===== config.mk =====
export PLATFORM = sky130hd
export DESIGN_NAME = tcw_apb_regs
export DESIGN_NICKNAME = d
export VERILOG_FILES = /design/src/hw/rtl/tcw_pkg.sv /design/src/hw/rtl/tcw_apb_regs.sv
export SDC_FILE = /design/constraint.sdc
export NUM_CORES = 1
export LEC_CHECK = 0
export BUFFER_PORTS_ARGS = -buffer_cell sky130_fd_sc_hd__buf_2
export CAP_MARGIN = 20
export CORE_AREA = 5 5 58 60
export CTS_CLUSTER_SIZE = 20
export DETAILED_ROUTE_END_ITERATION = 10
export DIE_AREA = 0 0 63 65
export PLACE_DENSITY = 0.75
export SLEW_MARGIN = 10
export SYNTH_ARGS = -nofsm -noshare
export SYNTH_HDL_FRONTEND = slang
export SYNTH_SLANG_ARGS = --single-unit

===== constraint.sdc =====
create_clock -name aclk -period 0.91 [get_ports aclk]
set_input_delay 0.182 -clock aclk [delete_from_list [all_inputs] [get_ports aclk]]
set_output_delay 0.182 -clock aclk [all_outputs]
set_load 0.02 [all_outputs]

===== src/hw/rtl/tcw_pkg.sv =====
`default_nettype none
// ----------------------------------------------------------------------------
// tcw_pkg
// shared types and constants of the text console writer
// ----------------------------------------------------------------------------
package tcw_pkg;

    localparam int COLUMNS    = 80;
    localparam int ROWS       = 25;
    localparam int CELLS      = COLUMNS * ROWS;
    localparam int ADDR_W     = $clog2(CELLS);
    localparam int CNT_W      = $clog2(CELLS + 1);

    localparam int COL_W      = 7;
    localparam int ROW_W      = 5;
    localparam int OFS_W      = 11;
    localparam int LINES_W    = 5;
    localparam int BYTE_W     = 8;
    localparam int TAB_W      = 7;
    localparam int MODE_W     = 3;

    localparam int S_TDATA_W  = 32;
    localparam int M_TDATA_W  = 40;

    localparam int APB_ADDR_W = 3;
    localparam int APB_DATA_W = 32;

    localparam logic [BYTE_W-1:0] ATTR_RESET = 8'h07;
    localparam logic [TAB_W-1:0]  TAB_RESET  = 7'd20;

    localparam logic [BYTE_W-1:0] CH_BS  = 8'h08;
    localparam logic [BYTE_W-1:0] CH_TAB = 8'h09;
    localparam logic [BYTE_W-1:0] CH_LF  = 8'h0A;
    localparam logic [BYTE_W-1:0] CH_CR  = 8'h0D;

    // register index, taken from paddr[2]
    localparam logic REG_ATTR = 1'b0;
    localparam logic REG_TAB  = 1'b1;

    typedef enum logic [MODE_W-1:0] {
        MODE_PRINT  = 3'd0,
        MODE_READ   = 3'd1,
        MODE_SET    = 3'd2,
        MODE_CLEAR  = 3'd3,
        MODE_SCROLL = 3'd4
    } mode_t;

    typedef struct packed {
        logic [BYTE_W-1:0] attribute;
        logic [TAB_W-1:0]  tab_width;
    } cfg_t;

endpackage
`default_nettype wire


===== src/hw/rtl/tcw_apb_regs.sv =====
`default_nettype none
// ----------------------------------------------------------------------------
// tcw_apb_regs
// apb register file: attribute byte and tab stop spacing
// ----------------------------------------------------------------------------
module tcw_apb_regs
    import tcw_pkg::*;
(
    input  wire logic                  aclk,
    input  wire logic                  aresetn,
    input  wire logic                  psel,
    input  wire logic                  penable,
    input  wire logic                  pwrite,
    input  wire logic [APB_ADDR_W-1:0] paddr,
    input  wire logic [APB_DATA_W-1:0] pwdata,
    output logic      [APB_DATA_W-1:0] prdata,
    output logic                       pready,
    output cfg_t                       cfg
);

    cfg_t cfg_reg;
    logic wr_en;
    logic reg_sel;

    assign pready  = 1'b1;
    assign wr_en   = psel && penable && pwrite;
    assign reg_sel = paddr[2];

    always_ff @(posedge aclk) begin
        if (!aresetn) begin
            cfg_reg.attribute <= ATTR_RESET;
            cfg_reg.tab_width <= TAB_RESET;
        end else if (wr_en) begin
            unique case (reg_sel)
                REG_ATTR: cfg_reg.attribute <= pwdata[BYTE_W-1:0];
                REG_TAB:  cfg_reg.tab_width <= pwdata[TAB_W-1:0];
            endcase
        end
    end

    always_comb begin
        unique case (reg_sel)
            REG_ATTR: prdata = APB_DATA_W'(cfg_reg.attribute);
            REG_TAB:  prdata = APB_DATA_W'(cfg_reg.tab_width);
        endcase
    end

    assign cfg = cfg_reg;

endmodule
`default_nettype wire


======== Word level (Yosys, flattened, before mapping) ========
Index checks and enable logic that the tools add are counted.
word-level totals
  output and inout port bits .............. 48
  register bits after elaboration ......... 15
  logic and storage cells ................. 8
operators by class
  reductions and logical operators ........ 4
  muxes and demuxes ....................... 1
  bitwise operators ....................... 1
operators by type and width
  operator           number
  $pmux 32 s2        1
  $reduce_and 2->1   2
  $logic_and 1x1->1  2
  $not 1->1          1

======== Logic depth before layout (Yosys ltp) ========
Gate-level depths: netlist of the first run.
  depth after elaboration ................. 3
  mapped depth ............................ 4
  gate-level depth less buffers ........... 2

======== Least setup slack after synthesis of the first run ========
Ideal clock, no wire load.
  kind .................................... register to output
  start point ............................. register cfg_reg, in the netlist cfg[2]
  end point ............................... output prdata[2]
  data arrival time ....................... 0.699 ns
  cell stages (with the launch flop) ...... 2
  path slack .............................. 0.029 ns
  buffers on the path ..................... 0
  cell sequence ........................... dfxtp_1 mux2_2
on the way
  word-level cells in the longest chain between the ends .. 1
ends and longest elaborated chain
  element      line                RTL
  from (decl)  tcw_apb_regs.sv:21  cfg_t cfg_reg;
  $pmux 32 s2  tcw_apb_regs.sv:42  unique case (reg_sel)
  to (decl)    tcw_apb_regs.sv:16  output logic [APB_DATA_W-1:0] prdata,
Every way passes these cells. The select of a mux whose other input is x is not followed.

======== Worst setup path in the final report of the first run ========
  start point ............................. register cfg_reg, in the netlist cfg[12]
  end point ............................... output prdata[5]
The elaborated chain is that of the path after synthesis.

==> results.md, run 1 <==
* Clk slew on worst S/H paths at 0.09 ns
* Pre-Repair DR Iteration Count at 3
* Largest register FFs at 15
* Ant. Diodes at 0
* Area grow syn2layout at 59.7%
* Number of port buffers at 36
* Global-route wire length before repair at 3350 µm
* Global placer's final weighted congestion at 0.774
* Top-area cell type share of the netlist area at 31.9%
* Vias in the first global route at approximately 740
* Die width at 63 µm
* HP Class: in -> reg
* Die ar. at 4100 µm²
* Unique masters post-synth at 13
* Final Routed Wirelength at 2320 µm
* Worst Setup Path Type: reg -> out
* CP arrival at a little over 1 ns
* Clk root buf: clkbuf_4
* DRC at 0
* RSZ-0062 raised after global routing: true
* Average size of a mapped cell at 9.50 µm²
* Syn. warnings at 0
* Setup tns final at -3.92 ns
* Tcrit/Tclk final at 132%
* Via-to-Cell Ratio at 4.10
* Crit start category: flip-flop
* Cell taking the most area after synthesis: dfxtp_1
* FP Rows at 20
* Final setup fails at 23
* Clock sink count at 15
* Most numerous cell in the Yosys netlist: buf_4
* Cts hold-fix bufs at 0
* Sequential fraction of the synthesis area at 31.9%
* Total CTS buffers at 3
* CTS H-tree lvls at 1
* Hold Fails Final Rpt at 0
* Count of state elements after synthesis at 15
* EDFF count, synth at 0
* Period minus WS final at ~1.2 ns
* Post-synthesis cell area at 941 µm²
* Outcome: finished, violations left
* Max-cap violations at 0
* Violated checks: negative setup slack
* Tot GR Track Use at between 10% and 20%
* Peak VDD IR at 484 µV
* Io pins at between 80 and 90
* Clock tree buffer depth at 2
* Starting DRT DRC Count at 5
* Detailed Place HPWL at about 1600 µm
* Power Dens Cells at 982 nW/µm²
* Fin. max-slew vios at 0
* DIE HEIGHT at about 65 µm
* Vias at just under 800
* Gr ovfl total at 0
* Maximum number of pins on one net before global-route repair at 18
* CP Max Fanout at 2
* Cells after Synth at 99
* Top cells by count, synth: buf_4 (25), nand2_1 (17), dfxtp_1 (15), mux2i_1 (15), nor2b_1 (9)
* Core area at 2880 µm²
* Antenna-violating nets left at 0
* Drt wl/cell at 12.1 µm
* Top post-synthesis cells by area: dfxtp_1 (32%), buf_4 (20%), mux2i_1 (16%)
* Clock latency at the later pin of the worst-skew pair at 0.28 ns
* Core Util, Final at 52.2%
* Starting Density at between 30% and 40%
* Fin worst setup slack at -0.293 ns
* CTS tree: done
* Clk_skew at 0 ns
* Fraction of layout cells with a size suffix above 1 at a little under three fifths
* Crit. End Element: primary output
* Initial antenna violation count at 0
* Top_reg_cell synth: dfxtp_1
* Ys async rst share at 0%
* F_max at between 800 and 900 MHz
* Final-stage net count at 200
* Leakage at 0.747 nW
* Critical Path RT at 0.73 ns
## metrics by stage
stage                     setup WS [ns]  cells  cell area, µm²  total power, mW  hold WS, ns
after floorplan                  0.0292    122            1030            0.994        0.324
final                            -0.293    192            1500             1.48        0.133
after detailed placement         -0.214    177            1150             1.02        0.443
after CTS                        -0.297    187            1440             1.48        0.126
after global placement           -0.214    177            1150             1.02        0.437
after global routing             -0.328    192            1500             1.56        0.123
## area by class of cell
type | instances | area, µm²
clock buffer | 4 | 26.3
fill | 264 | 1380
multi-input combinational | 77 | 522
sequential | 15 | 319
tap | 33 | 41.3
timing repair buffer | 63 | 594
## where the power goes
group | switching [mW] | leakage [nW] | internal (mW) | total, mW
clock network | 0.217 | 0.0150 | 0.170 | 0.387
registers | 0.00975 | 0.124 | 0.673 | 0.683
logic | 0.227 | 0.608 | 0.179 | 0.406
## worst paths after layout
kind | slack, ns | end | depth (start not counted) | start
hold reg to reg | 0.57 | cfg[1] | 3 | cfg[1]
setup / recovery | -0.29 | prdata[5] | 2 | cfg[12]
hold / removal | 0.13 | cfg[14] | 3 | pwdata[7]
setup reg to reg | 0.08 | cfg[2] | 4 | cfg[2]
## cell usage in the layout (no fill, tap or decap), drive strengths merged
master	count
and4b	1
dfxtp	15
mux2	7
nand2	17
and4	1
mux2i	15
and2b	1
clkbuf	5
nor2b	9
nand4b	1
conb	25
buf	62
## critical path, cell delays in order, from the launching register on
cell and delay [ns]:
dfxtp_2 0.33, mux2_4 0.27, buf_6 0.13
## cell families (layout without fill, tap and decap cells)
logic type    Yosys count  in the layout  share of synthesized area, %
simple gates           30             30                          18.4
buf+inv                30             67                          24.6
mux                    22             22                          24.3
flops                  15             15                          31.9
other cells             2             25                         0.798
## per-layer routing
| layer | GRT usage (%) | part of all wire [%] |
|---|---|---|
| met1 | 12.2 | 38 |
| met2 | 17.4 | 53 |
| met3 | 3.81 | 7.4 |
| met4 | 3.18 | 0.78 |
| met5 | 0 | 0 |
## what timing repair did
action / CTS / global route
gates resized for setup: 77 / 12
setup endpoints to repair: 23 / 23
setup buffers: 6 / 11
hold endpoints to repair: 0 / 0
Note: power is estimated with default switching activity, not from simulation.
==> run 2: changes to the inputs <==
- CELL_PAD_IN_SITES_DETAIL_PLACEMENT: unset -> 0
- CELL_PAD_IN_SITES_GLOBAL_PLACEMENT: unset -> 1
- CORE_AREA: 5 5 58 60 -> 5 5 69 71
- DIE_AREA: 0 0 63 65 -> 0 0 74 76
- PLACE_DENSITY: 0.75 -> 0.77
==> run 2 against run 1 <==
Effect of this change:
- fmax rose by 4.7%
- the run still ends with negative setup slack left
- register-to-register slack barely moved
- first-iteration DRC count rose to 4.6 times the previous value
- routed wire length rose by 0.65%
- final cell count rose by 8.3%
- flip-flop and latch count did not move
- worst setup slack improved by 0.054 ns
- sequential share of layout area fell by 0.16 points
- global-route usage fell by 3.0 points
==> results.md, run 2 (same netlist as run 1, synthesis figures left out) <==
* Outcome: finished, violations left
* Violated checks: negative setup slack
* Worst setup startpoint: cfg[7]
* Final setup fails at 22 (-4.3%)
* DIE HEIGHT at 76 µm (+17%)
* Power Dens Cells at 1070 nW/µm² (+8.7%)
* FP Rows at 24 (+20%)
* Setup tns final at -2.98 ns (+0.944 ns)
* Reg-to-reg startpoint: cfg[4]
* CP arrival at 0.97 ns (-0.05 ns)
* Clock sink count at 15 (unchanged)
* Most frequent cells in the layout: buf_6 (34), conb_1 (25), nand2_1 (17), mux2i_1 (15), dfxtp_2 (15)
* Die width at 74 µm (+17%)
* Number of port buffers at 36 (unchanged)
* Commonest non-fill, non-tap cell in the layout: buf_6
* Global placer's final weighted congestion at 0.660 (-15%)
* Starting Density at 22.5% (-10 points)
* Max-cap violations at 0 (unchanged)
* Total CTS buffers at 3 (unchanged)
* Starting DRT DRC Count at 23 (+18)
* Ant. Diodes at 0 (unchanged)
* Worst path max stage delay at 0.32 ns (about the same)
* Clk root buf: clkbuf_8
* Fraction of layout cells with a size suffix above 1 at 56.4% (-0.82 points)
* DRC at 0 (unchanged)
* Crit. End Element: primary output
* Io pins at 88 (unchanged)
* Largest register FFs at 15 (unchanged)
* Critical Path RT at 0.73 ns (about the same)
* Worst Hold Depth at 3 (unchanged)
* Final Routed Wirelength at 2330 µm (+0.65%)
* Clk slew on worst S/H paths at 0.06 ns (-0.03 ns)
* Final-stage net count at 197 (-1.5%)
* F_max at 870 MHz (+4.7%)
* Clk_skew at 0 ns (unchanged)
* Hold EP: cfg[14]
* Hold path startpoint: pwdata[7]
* Worst Reg-to-Reg Cells at 4 (unchanged)
* Crit start category: flip-flop
* Gr ovfl total at 0 (unchanged)
* Sequential Area at 319 µm² (unchanged)
* Fin worst setup slack at -0.239 ns (+0.0539 ns)
* CP Max Fanout at 2 (unchanged)
* Die ar. at 5620 µm² (+37%)
* Tot GR Track Use at 7.37% (-3.0 points)
* Worst hold slack at 0.180 ns (+0.0470 ns)
* Core area at 4170 µm² (+45%)
* R2R Setup Slk at 0.08 ns (about the same)
* Leakage at 0.733 nW (-1.8%)
* Vias in the first global route at 679 (-8.4%)
* Worst Setup Path Type: reg -> out
* Area grow syn2layout at 60.9%
* RSZ-0062 raised after global routing: true
* Vias at 775 (-1.5%)
* Fill cell count at 428 (+62%)
* Maximum number of pins on one net before global-route repair at 17 (-1)
* Antenna-violating nets left at 0 (unchanged)
* Drt wl/cell at 11.2 µm (-7.1%)
* Hold Fails Final Rpt at 0 (unchanged)
* Detailed Place HPWL at 1700 µm (+7.7%)
* CTS tree: done
* HP Class: in -> reg
* Clock latency at the later pin of the worst-skew pair at 0.24 ns (-0.04 ns)
* Period minus WS final at 1.15 ns (-0.0539 ns)
* CP max stage cell: dfxtp_2
* Clock tree buffer depth at 2 (unchanged)
* Tcrit/Tclk final at 126% (-5.9 points)
* Initial antenna violation count at 0 (unchanged)
* Fin. max-slew vios at 0 (unchanged)
* Pre-Repair DR Iteration Count at 3 (unchanged)
* Global-route wire length before repair at 3250 µm (-3.1%)
* CTS H-tree lvls at 1 (unchanged)
* Multi-input logic area at 524 µm² (+0.48%)
* Via-to-Cell Ratio at 3.73 (-9.1%)
* Crit-path cells: mux2_4 > buf_6
* R2r endpoint: cfg[4]
* Peak VDD IR at 384 µV (-21%)
==> run 2: cell count changes in the layout (fill, tap and decap cells not counted), sizes merged <==
cell and change:
buf -3
==> run 2: final cells by class <==
| type | instances | share of cell area, % |
|---|---|---|
| Clock buffer | 4 | 2.98 |
| Tap cell | 52 | 4.30 |
| Multi-Input combinational cell | 77 | 34.6 |
| Timing Repair Buffer | 60 | 37.0 |
| Sequential cell | 15 | 21.1 |
==> run 2: report_power, final <==
group	internal (mW)	total, mW	leakage (nW)	switching (mW)
combinational	0.173	0.400	0.586	0.227
clock	0.309	0.532	0.0228	0.223
sequential	0.674	0.684	0.124	0.00939
total	1.16	1.62	0.733	0.459
==> run 2: critical path, delay by kind of cell (launching register included) <==
kind                   cells  cell delay (ns)
buffers and inverters      1             0.13
DFF                        1             0.32
muxes                      1             0.27
==> run 2: routing by layer <==
metal  GRT usage (%)  vias up  wire length [µm]
met5               0        -                 0
met4            3.80        0                27
met3            1.98        2               263
met2            12.1       35              1160
met1            8.57      354               879
li1                -      384                 -
==> run 2: how the worst max path moves through the flow <==
stage                      endpoint  slack (ns)  depth (start not counted)
final                     prdata[0]       -0.24                          2
after global routing      prdata[0]       -0.26                          2
after CTS                 prdata[1]       -0.24                          2
after detailed placement  prdata[5]       -0.23                          3
after global placement    prdata[1]       -0.21                          3
after floorplan           prdata[2]        0.03                          1
==> run 2: per-stage QoR <==
| stage | utilization, % | cell area (µm²) | std cells | setup slack, ns | power, mW |
|---|---|---|---|---|---|
| 4_1_cts | 34.1 | 1420 | 205 | -0.238 | 1.61 |
| 6_report | 36.3 | 1510 | 208 | -0.239 | 1.62 |
| 2_1_floorplan | - | 1030 | 122 | 0.0292 | 0.994 |
| 3_5_place_dp | 28.5 | 1190 | 198 | -0.230 | 1.02 |
| 3_3_place_gp | 28.5 | 1190 | 198 | -0.215 | 1.02 |
| 5_1_grt | 36.3 | 1510 | 208 | -0.260 | 1.68 |
==> run 2: what timing repair did <==
action                                  in CTS  in global routing
gates resized for setup                     59                 23
setup buffers                                3                  4
endpoints found under the setup margin      23                 27
hold endpoints to repair                     0                  0
hold buffers                                 0                  0
