### config.mk
export PLATFORM = sky130hd
export DESIGN_NAME = tcw_tab_div
export DESIGN_NICKNAME = d
export VERILOG_FILES = /design/src/hw/rtl/tcw_pkg.sv /design/src/hw/rtl/tcw_tab_div.sv
export SDC_FILE = /design/constraint.sdc
export NUM_CORES = 1
export LEC_CHECK = 0
export ABC_CLOCK_PERIOD_IN_PS = 2310
export BUFFER_PORTS_ARGS = -buffer_cell sky130_fd_sc_hd__buf_2
export CAP_MARGIN = 20
export CORE_ASPECT_RATIO = 2
export CORE_MARGIN = 1.5
export CORE_UTILIZATION = 30
export DETAILED_ROUTE_END_ITERATION = 16
export PLACE_DENSITY_LB_ADDON = 0.12
export SLEW_MARGIN = 5
export SYNTH_ARGS = -nofsm -noshare
export SYNTH_HDL_FRONTEND = slang
export SYNTH_SLANG_ARGS = --single-unit
### constraint.sdc
create_clock -name aclk -period 2.31 [get_ports aclk]
set_input_delay 0 -clock aclk [delete_from_list [all_inputs] [get_ports aclk]]
set_output_delay 0 -clock aclk [all_outputs]
set_load 0.05 [all_outputs]
### src/hw/rtl/tcw_pkg.sv
`default_nettype none
// ----------------------------------------------------------------------------
// tcw_pkg
// shared types and constants of the text console writer
// ----------------------------------------------------------------------------
package tcw_pkg;

    localparam int COLUMNS    = 80;
    localparam int ROWS       = 25;
    localparam int CELLS      = COLUMNS * ROWS;
    localparam int ADDR_W     = $clog2(CELLS);
    localparam int CNT_W      = $clog2(CELLS + 1);

    localparam int COL_W      = 7;
    localparam int ROW_W      = 5;
    localparam int OFS_W      = 11;
    localparam int LINES_W    = 5;
    localparam int BYTE_W     = 8;
    localparam int TAB_W      = 7;
    localparam int MODE_W     = 3;

    localparam int S_TDATA_W  = 32;
    localparam int M_TDATA_W  = 40;

    localparam int APB_ADDR_W = 3;
    localparam int APB_DATA_W = 32;

    localparam logic [BYTE_W-1:0] ATTR_RESET = 8'h07;
    localparam logic [TAB_W-1:0]  TAB_RESET  = 7'd20;

    localparam logic [BYTE_W-1:0] CH_BS  = 8'h08;
    localparam logic [BYTE_W-1:0] CH_TAB = 8'h09;
    localparam logic [BYTE_W-1:0] CH_LF  = 8'h0A;
    localparam logic [BYTE_W-1:0] CH_CR  = 8'h0D;

    // register index, taken from paddr[2]
    localparam logic REG_ATTR = 1'b0;
    localparam logic REG_TAB  = 1'b1;

    typedef enum logic [MODE_W-1:0] {
        MODE_PRINT  = 3'd0,
        MODE_READ   = 3'd1,
        MODE_SET    = 3'd2,
        MODE_CLEAR  = 3'd3,
        MODE_SCROLL = 3'd4
    } mode_t;

    typedef struct packed {
        logic [BYTE_W-1:0] attribute;
        logic [TAB_W-1:0]  tab_width;
    } cfg_t;

endpackage
`default_nettype wire

### src/hw/rtl/tcw_tab_div.sv
`default_nettype none
// ----------------------------------------------------------------------------
// tcw_tab_div
// restoring divider, one quotient bit per cycle, gives the remainder of
// the cursor column by the tab width
// ----------------------------------------------------------------------------
module tcw_tab_div
    import tcw_pkg::*;
(
    input  wire logic             aclk,
    input  wire logic             aresetn,
    input  wire logic             start,
    input  wire logic [COL_W-1:0] dividend,
    input  wire logic [COL_W-1:0] divisor,
    output logic                  done,
    output logic      [COL_W-1:0] rem
);

    localparam int STEP_W = $clog2(COL_W);

    logic              busy_reg;
    logic              done_reg;
    logic [STEP_W-1:0] step_reg;
    logic [COL_W-1:0]  quo_reg;
    logic [COL_W-1:0]  div_reg;
    logic [COL_W:0]    rem_reg;
    logic [COL_W:0]    trial;
    logic [COL_W:0]    rem_next;

    always_comb begin
        trial = {rem_reg[COL_W-1:0], quo_reg[COL_W-1]};
        if (trial >= {1'b0, div_reg}) begin
            rem_next = trial - {1'b0, div_reg};
        end else begin
            rem_next = trial;
        end
    end

    always_ff @(posedge aclk) begin
        if (!aresetn) begin
            busy_reg <= 1'b0;
            done_reg <= 1'b0;
            step_reg <= '0;
        end else begin
            done_reg <= 1'b0;
            if (start) begin
                busy_reg <= 1'b1;
                step_reg <= '0;
                quo_reg  <= dividend;
                div_reg  <= divisor;
                rem_reg  <= '0;
            end else if (busy_reg) begin
                rem_reg  <= rem_next;
                quo_reg  <= {quo_reg[COL_W-2:0], 1'b0};
                step_reg <= step_reg + 1'b1;
                if (step_reg == STEP_W'(COL_W - 1)) begin
                    busy_reg <= 1'b0;
                    done_reg <= 1'b1;
                end
            end
        end
    end

    assign done = done_reg;
    assign rem  = rem_reg[COL_W-1:0];

endmodule
`default_nettype wire

Yosys cells after proc, flatten, opt, wreduce, memory -nomap -nowiden
Cells that the tools add are included.
{"block": "totals", "out_inout_bits": 8, "ff_bits": 26, "in_bits": 17}
{"block": "classes", "eq_ne": 1, "addsub": 2, "n_mux": 8, "reduce_logical": 5, "n_bitwise": 2, "magnitude_cmp": 1}
{"operator": "7-bit 2-to-1 mux", "count": 4}
{"operator": "8-bit by 7-bit greater-or-equal comparator with 1-bit output", "count": 1}
{"operator": "7-bit subtractor", "count": 1}
{"operator": "1-bit 2-to-1 mux", "count": 4}
{"operator": "2-bit AND reduction", "count": 2}
{"operator": "3-bit by 1-bit adder with 3-bit output, second input constant", "count": 1}
{"operator": "3-bit equality test, second input constant", "count": 1}
{"operator": "3-bit OR reduction", "count": 1}
{"operator": "1-bit inverter", "count": 2}
{"operator": "2-bit nonzero test", "count": 1}
{"operator": "2-bit OR reduction", "count": 1}

Logic depth before layout (Yosys ltp)
Gate-level depths: netlist of run 1.
{"block": "logic_depth", "word_depth": 4, "mapped_depth": 9, "depth_no_buf": 9}

Worst setup path before layout of run 1
No wires, ideal clock.
{"block": "synth_timing", "kind": "reg2reg", "from": "register rem_reg[0]", "to": "register rem_reg[2] (data pin)", "slack_ns": 0.043, "required_time_ns": 2.039, "path_buffers": 0, "setup_ns": 0.271, "t_arrival_ns": 1.997, "stages_incl_launch_ff": 7, "path_cell_list": "edfxtp_1 > fa_1 > a21o_1 > a21oi_4 > a31oi_2 > nor3_1 > a211oi_2"}
{"block": "synth_between", "elab_chain_len": 3, "word_cells_on_any_way": 4}
{"element": "from (decl)", "line": "tcw_tab_div.sv:26", "source": "logic [COL_W:0] rem_reg;"}
{"element": "from (signal assigned)", "line": "tcw_tab_div.sv:53", "source": "rem_reg <= rem_next;"}
{"element": "7-bit subtractor / 8-bit by 7-bit greater-or-equal comparator with 1-bit output (equally long branches)", "line": "tcw_tab_div.sv:33, tcw_tab_div.sv:32"}
{"element": "7-bit 2-to-1 mux (*)", "line": "tcw_tab_div.sv:32", "source": "if (trial >= {1'b0, div_reg}) begin"}
{"element": "7-bit 2-to-1 mux (*)", "line": "tcw_tab_div.sv:52", "source": "end else if (busy_reg) begin"}
Mark *: on every way between the ends. The rest lies on a longest branch, timed or not. The select of a mux whose other input is x is not followed.
A chain may end at the register's enable or synchronous reset.

Final worst setup path of run 1
{"block": "layout_timing", "from": "register quo_reg[6]", "to": "register rem_reg[5] (data pin)"}
{"block": "layout_between", "elab_chain_len": 3, "word_cells_on_any_way": 4}
{"element": "from (decl)", "line": "tcw_tab_div.sv:24", "source": "logic [COL_W-1:0] quo_reg;"}
{"element": "from (signal assigned)", "line": "tcw_tab_div.sv:49", "source": "quo_reg <= dividend;"}
{"element": "from (signal assigned)", "line": "tcw_tab_div.sv:54", "source": "quo_reg <= {quo_reg[COL_W-2:0], 1'b0};"}
{"element": "7-bit subtractor / 8-bit by 7-bit greater-or-equal comparator with 1-bit output (equally long branches)", "line": "tcw_tab_div.sv:33, tcw_tab_div.sv:32"}
{"element": "7-bit 2-to-1 mux (*)", "line": "tcw_tab_div.sv:32"}
{"element": "7-bit 2-to-1 mux (*)", "line": "tcw_tab_div.sv:52"}
Marked as above.

==> summary.txt, run 1 <==
Final layout
  – Syn-to-layout area delta: 24.6%
  – Antenna diodes: 0
  – Non-filler cells, final: 214
  – Core Util, Final: 39.0%
  – Design area: 1790 µm²
  – Number of fill cells: 463
  – Share of cells above drive strength 1: 29.6%
  – Final nets: 187

Global routing
  – GRT overflow: 0
  – First-pass GRT wire length: 4960 µm
  – Vias in the first global route: 1125
  – Met2 global-route usage: 23.2%
  – Gr busiest metal: met2
  – Initial antenna violation count: 0
  – Met1 Usage GRT: 12.8%
  – Met3 Use GR: 1.19%
  – Total GRT Usage: 12.6%
  – Largest net degree at the start of global routing: 19

CTS
  – Clock latency on the worst-skew pair: 0.27 ns
  – CTS buffer count: 3
  – CTS Sinks: 26
  – CTS tree: yes
  – H-tree depth: 1
  – Root Driver: clkbuf_8
  – Clock Pin Slew Worst Setup and Hold Paths: 0.09 ns
  – CTS max path bufs: 2

Placement
  – Place WS: 0.0830 ns
  – I/O Buffers: 24
  – DP Wirelength: 2330 µm
  – Final RePlAce weighted congestion: 0.838
  – Placed cell area: 1620 µm²
  – Placed cells: 202

Drt
  – Antenna Violating Nets Remaining: 0
  – Drt drc: 0
  – Drt wl/cell: 14.2 µm
  – Routed WL: 3040 µm
  – Router iterations before antenna repair: 4
  – Vias: 1063
  – Initial DRC Count: 8
  – Routed vias/inst: 4.97

Timing
  – RSZ-0062 raised after global routing: no
  – Slew Viols, Final: 0
  – Final setup margin: 0.106 ns
  – Clock Skew: 0.0114 ns
  – Tmin final: 2.20 ns
  – Max Fclk: 0.454 GHz
  – Fin crit share: 95.4%
  – Rel. slew slack: 57.6%
  – Final Hold Vio Count: 0
  – Final setup vio count: 0
  – Slew @ Worst Pin: 0.636 ns
  – Setup_tns: 0 ns

Die
  – Die ar.: 5250 µm²
  – DIE WIDTH: 52.0 µm
  – Row cnt: 35
  – Initial Util: 31.3%
  – Top Ports: 25
  – Core Region: 4600 µm²
  – Die Height: 101 µm

Synthesis
  – Async S/R FF share, synth: 0%
  – Ys Warns: 0
  – Syn Nets: 153
  – Top FF cell, synth: edfxtp_1
  – Cell area after synthesis: 1440 µm²
  – Post-synth EDFFs: 21
  – Mean post-synth cell area: 11.4 µm²
  – Yosys cell types: 39
  – Synth Register Bits: 26
  – Cells after synthesis: 126
  – Sequential fraction of the synthesis area: 50.8%

Outcome
  – Outcome: complete, no violations

Worst setup path
  – Crit path capture type: flip-flop
  – Crit path max-delay family: compound AO/OA/AOI/OAI gates
  – Crit path kind: flip-flop to flip-flop
  – Most used cell along the critical path: inv_1
  – CP cell instances: inv_1 -> ha_1 -> inv_1 -> fa_2 -> a21o_1 -> a21oi_4 -> a31oi_2 -> o22ai_2 -> a21oi_1
  – Startpoint Class: flip-flop
  – WP buf/inv: 2
  – Critical path's largest stage delay: 0.40 ns
  – CP required: 2.33 ns
  – CP arrival: 2.23 ns
  – Max Fanout on Critical Path: 7
  – Slowest CP cell: edfxtp_1

Job
  – MaxCap Viol Count: 0

Pwr
  – Leak pwr: 0.706 nW
  – Cell Pwr Density: 713 nW/µm²
  – VDD IR max: 499 µV

Min path
  – Hold WC Path Type: input port to flip-flop
## area by class of cell
class / count / area [µm²] / area share (%)
Sequential cell: 26 / 731 / 40.8
Timing Repair Buffer: 34 / 215 / 12.0
Multi-Input combinational cell: 84 / 666 / 37.1
Inverter: 11 / 41.3 / 2.30
Tap cell: 55 / 68.8 / 3.84
Clock buffer: 3 / 41.3 / 2.30
Clock inverter: 1 / 30.0 / 1.67
## cells in the final DEF (no fill, tap or decap), types with 5 or more instances in the layout
| cell type | count |
|---|---|
| dlygate4sd3_1 | 8 |
| edfxtp_1 | 21 |
| buf_2 | 24 |
| a21oi_1 | 8 |
| mux2_2 | 6 |
| ha_1 | 9 |
| dfxtp_1 | 5 |
| inv_1 | 11 |
| o21ai_0 | 5 |
| nand3_1 | 6 |
| nor2_1 | 7 |
## through the flow
step	hold WS [ns]	power, mW
global placement	0.178	0.899
detailed placement	0.178	0.899
global route	0.0158	1.34
floorplan	0.0989	0.817
CTS	0.00340	1.29
finish	0.00699	1.28
## power breakdown
group	total, mW	switching [mW]	internal [mW]
sequential	0.566	0.0189	0.547
combinational	0.340	0.199	0.141
clock	0.373	0.141	0.232
## what timing repair did
action / CTS / global route
endpoints found under the hold margin: 8 / 0
gates resized for setup: 0 / 4
setup endpoints to repair: 0 / 3
hold buffers: 8 / 0
setup buffers: 0 / 0
## cell usage after synthesis (2+ instances only)
cell	number	area, µm²
nor2b_1	2	12.5
mux2_2	6	67.6
o21ai_0	5	25.0
nand3b_1	2	15.0
o22ai_1	2	12.5
o21a_1	3	22.5
a211oi_2	2	25.0
inv_1	11	41.3
and2_1	2	12.5
clkbuf_1	3	11.3
xnor2_1	3	26.3
nor3_1	2	10.0
a21oi_1	8	40.0
nand2_1	3	11.3
nor3b_1	2	15.0
ha_1	9	113
nand2b_1	2	12.5
a31oi_1	2	12.5
nand3_1	6	30.0
mux2i_1	2	20.0
edfxtp_1	21	631
nor2_1	7	26.3
dfxtp_1	5	100
## worst paths after layout
path,startpoint,to,slack (ns),cells past startpoint
worst max-delay path,quo_reg[6],rem_reg[5],0.11,9
worst min register to register,step_reg[2],done,0.49,2
worst min-delay path,dividend[0],quo_reg[0],0.007,2
worst max register to register,quo_reg[6],rem_reg[5],0.11,9
## logic make-up (layout without fill, tap and decap cells)
logic type	Yosys count	after routing	share of synthesized area, %
flip-flops	26	26	50.8
AND/OR/NAND/NOR	32	32	11.8
buffers and inverters	16	49	4.26
AO/OA/AOI/OAI	30	30	15.4
adder cells (fa/ha/maj)	10	10	9.22
XOR/XNOR	4	4	2.44
multiplexers	8	8	6.09
## metal layers
metal	vias up	share of wire, %
li1	521	-
met1	517	36
met2	17	58
met3	8	2.0
met4	0	3.5
met5	-	0
No activity file was read; power rests on OpenSTA's default activity.
==> run 2, diff against run 1 <==
REMOVE_ABC_BUFFERS = 1   (was not set)
SKIP_LAST_GASP = 1   (was not set)
==> run 2 against run 1 <==
- total power shrank 9.1%
- global-route usage down 0.20 points
- sequential share of layout area grew 1.1 points
- register-to-register slack is essentially flat
- wire length shrank 1.5%
- hold slack got worse by 0.0031 ns
- final cell count fell by 0.47%
- non-clock buffer count down 1
==> summary.txt, run 2 (synthesis gave the netlist of run 1 again) <==
Pwr
  – VDD IR max: 482 µV (was 499 µV)
  – Cell Pwr Density: 666 nW/µm² (was 713 nW/µm²)
  – Leak pwr: 0.682 nW (was 0.706 nW)

Min path
  – Hold Path Depth: 2 (unchanged)
  – Hold WC Path Type: input port to flip-flop (unchanged)
  – Hold Crit Start: aresetn (was dividend[0])
  – Min-Delay Endpoint: busy_reg (was quo_reg[0])

Drt
  – Vias: 1059 (was 1063)
  – Routed vias/inst: 4.97 (about the same)
  – Initial DRC Count: 22 (was 8)
  – Drt wl/cell: 14.1 µm (was 14.2 µm)
  – Routed WL: 2990 µm (was 3040 µm)
  – Drt drc: 0 (unchanged)
  – Antenna Violating Nets Remaining: 0 (unchanged)
  – Router iterations before antenna repair: 4 (unchanged)

Die
  – Initial Util: 31.3% (unchanged)
  – Die ar.: 5250 µm² (unchanged)
  – Die Height: 101 µm (unchanged)
  – DIE WIDTH: 52.0 µm (unchanged)
  – Row cnt: 35 (unchanged)
  – Top Ports: 25 (unchanged)
  – Core Region: 4600 µm² (unchanged)

Timing
  – Setup_tns: 0 ns (unchanged)
  – Fin crit share: 94.8% (was 95.4%)
  – Slew Viols, Final: 0 (unchanged)
  – Slew @ Worst Pin: 0.635 ns (was 0.636 ns)
  – Tmin final: 2.19 ns (was 2.20 ns)
  – Max Fclk: 0.456 GHz (was 0.454 GHz)
  – Final setup margin: 0.119 ns (was 0.106 ns)
  – Rel. slew slack: 57.6% (about the same)
  – Clock Skew: 0.00840 ns (was 0.0114 ns)
  – Final setup vio count: 0 (unchanged)
  – Final Hold Vio Count: 0 (unchanged)
  – RSZ-0062 raised after global routing: yes (was no)

Placement
  – Final RePlAce weighted congestion: 0.835 (was 0.838)
  – Place WS: 0.0633 ns (was 0.0830 ns)
  – Placed cells: 202 (unchanged)
  – Placed cell area: 1620 µm² (unchanged)
  – DP Wirelength: 2330 µm (about the same)
  – I/O Buffers: 24 (unchanged)

Final layout
  – Most frequent cells in the layout: buf_2, edfxtp_1, inv_1, ha_1, a21oi_1 (was buf_2, edfxtp_1, inv_1, ha_1)
  – Non-filler cells, final: 213 (was 214)
  – Core Util, Final: 38.0% (was 39.0%)
  – Design area: 1750 µm² (was 1790 µm²)
  – Share of cells above drive strength 1: 27.8% (was 29.6%)
  – Final nets: 186 (was 187)
  – Syn-to-layout area delta: 21.3% (was 24.6%)
  – Most common cell after layout, fill and taps aside: buf_2 (unchanged)
  – Antenna diodes: 0 (unchanged)

Outcome
  – Outcome: complete, no violations (unchanged)

Global routing
  – Vias in the first global route: 1155 (was 1125)
  – GRT overflow: 0 (unchanged)
  – Initial antenna violation count: 0 (unchanged)
  – Largest net degree at the start of global routing: 19 (unchanged)
  – First-pass GRT wire length: 4920 µm (was 4960 µm)
  – Total GRT Usage: 12.4% (was 12.6%)

CTS
  – CTS Sinks: 26 (unchanged)
  – Post-CTS Setup Inserts: 0 (unchanged)
  – CTS tree: yes (unchanged)
  – Clock latency on the worst-skew pair: 0.27 ns (about the same)
  – H-tree depth: 1 (unchanged)
  – Clock Pin Slew Worst Setup and Hold Paths: 0.09 ns (about the same)
  – Root Driver: clkbuf_8 (unchanged)
  – CTS max path bufs: 2 (unchanged)
  – CTS buffer count: 3 (unchanged)

Worst setup path
  – CP arrival: 2.21 ns (was 2.23 ns)
  – CP required: 2.33 ns (about the same)
  – Max Fanout on Critical Path: 7 (unchanged)
  – Reg2Reg Launch Point: quo_reg[6] (unchanged)
  – Startpoint Class: flip-flop (unchanged)
  – R2r endpoint: rem_reg[3] (was rem_reg[5])
  – Crit path capture type: flip-flop (unchanged)
  – R2r worst-path depth: 9 (unchanged)
  – Crit path kind: flip-flop to flip-flop (unchanged)
  – Worst reg2reg setup slack: 0.12 ns (was 0.11 ns)

Job
  – MaxCap Viol Count: 0 (unchanged)
[run 2: layout make-up]
class | count | area [µm²]
Multi-Input combinational cell | 84 | 654
Sequential cell | 26 | 731
Fill cell | 483 | 2850
Clock buffer | 4 | 45.0
Tap cell | 55 | 68.8
Timing Repair Buffer | 33 | 205
Inverter | 11 | 41.3
[run 2: where the power goes]
group	switching (mW)	internal [mW]	leakage [nW]
registers	0.0183	0.547	0.242
logic	0.200	0.138	0.417
clock network	0.136	0.123	0.0228
total	0.354	0.808	0.682
[run 2: through the flow]
step           total power, mW  hold slack [ns]
6_report                  1.16          0.00393
5_1_grt                   1.21           0.0166
4_1_cts                   1.17          0.00403
3_5_place_dp             0.902            0.178
3_3_place_gp             0.899            0.178
2_1_floorplan            0.810           0.0989
[run 2: how the worst max path moves through the flow]
stage,endpoint,startpoint,slack [ns],cells after the start
detailed placement,rem_reg[0],quo_reg[6],0.06,10
CTS,rem_reg[0],quo_reg[6],0.04,10
finish,rem_reg[3],quo_reg[6],0.12,9
global route,rem_reg[2],quo_reg[6],-0.03,9
global placement,rem_reg[0],quo_reg[6],0.10,10
floorplan,rem_reg[2],rem_reg[0],0.05,6
[run 2: per-layer routing]
metal / track usage, % / vias up / routed length, µm
li1: - / 520 / -
met1: 11.6 / 507 / 1060
met2: 24.1 / 24 / 1750
met3: 1.63 / 8 / 83
met4: 6.68 / 0 / 102
met5: 0 / - / 0
[run 2: timing repair]
action,4_1_cts,5_1_grt
setup endpoints to repair,0,7
hold buffers,7,0
gates resized for setup,0,3
endpoints found under the hold margin,7,0
[run 2: critical path: stages (launching register included)]
cell and delay [ns]:
edfxtp_1 0.40, inv_1 0.08, ha_1 0.17, inv_1 0.06
fa_2 0.35, a21o_1 0.20, a21oi_4 0.16, a31oi_2 0.19
o21ai_0 0.25, a21oi_1 0.09
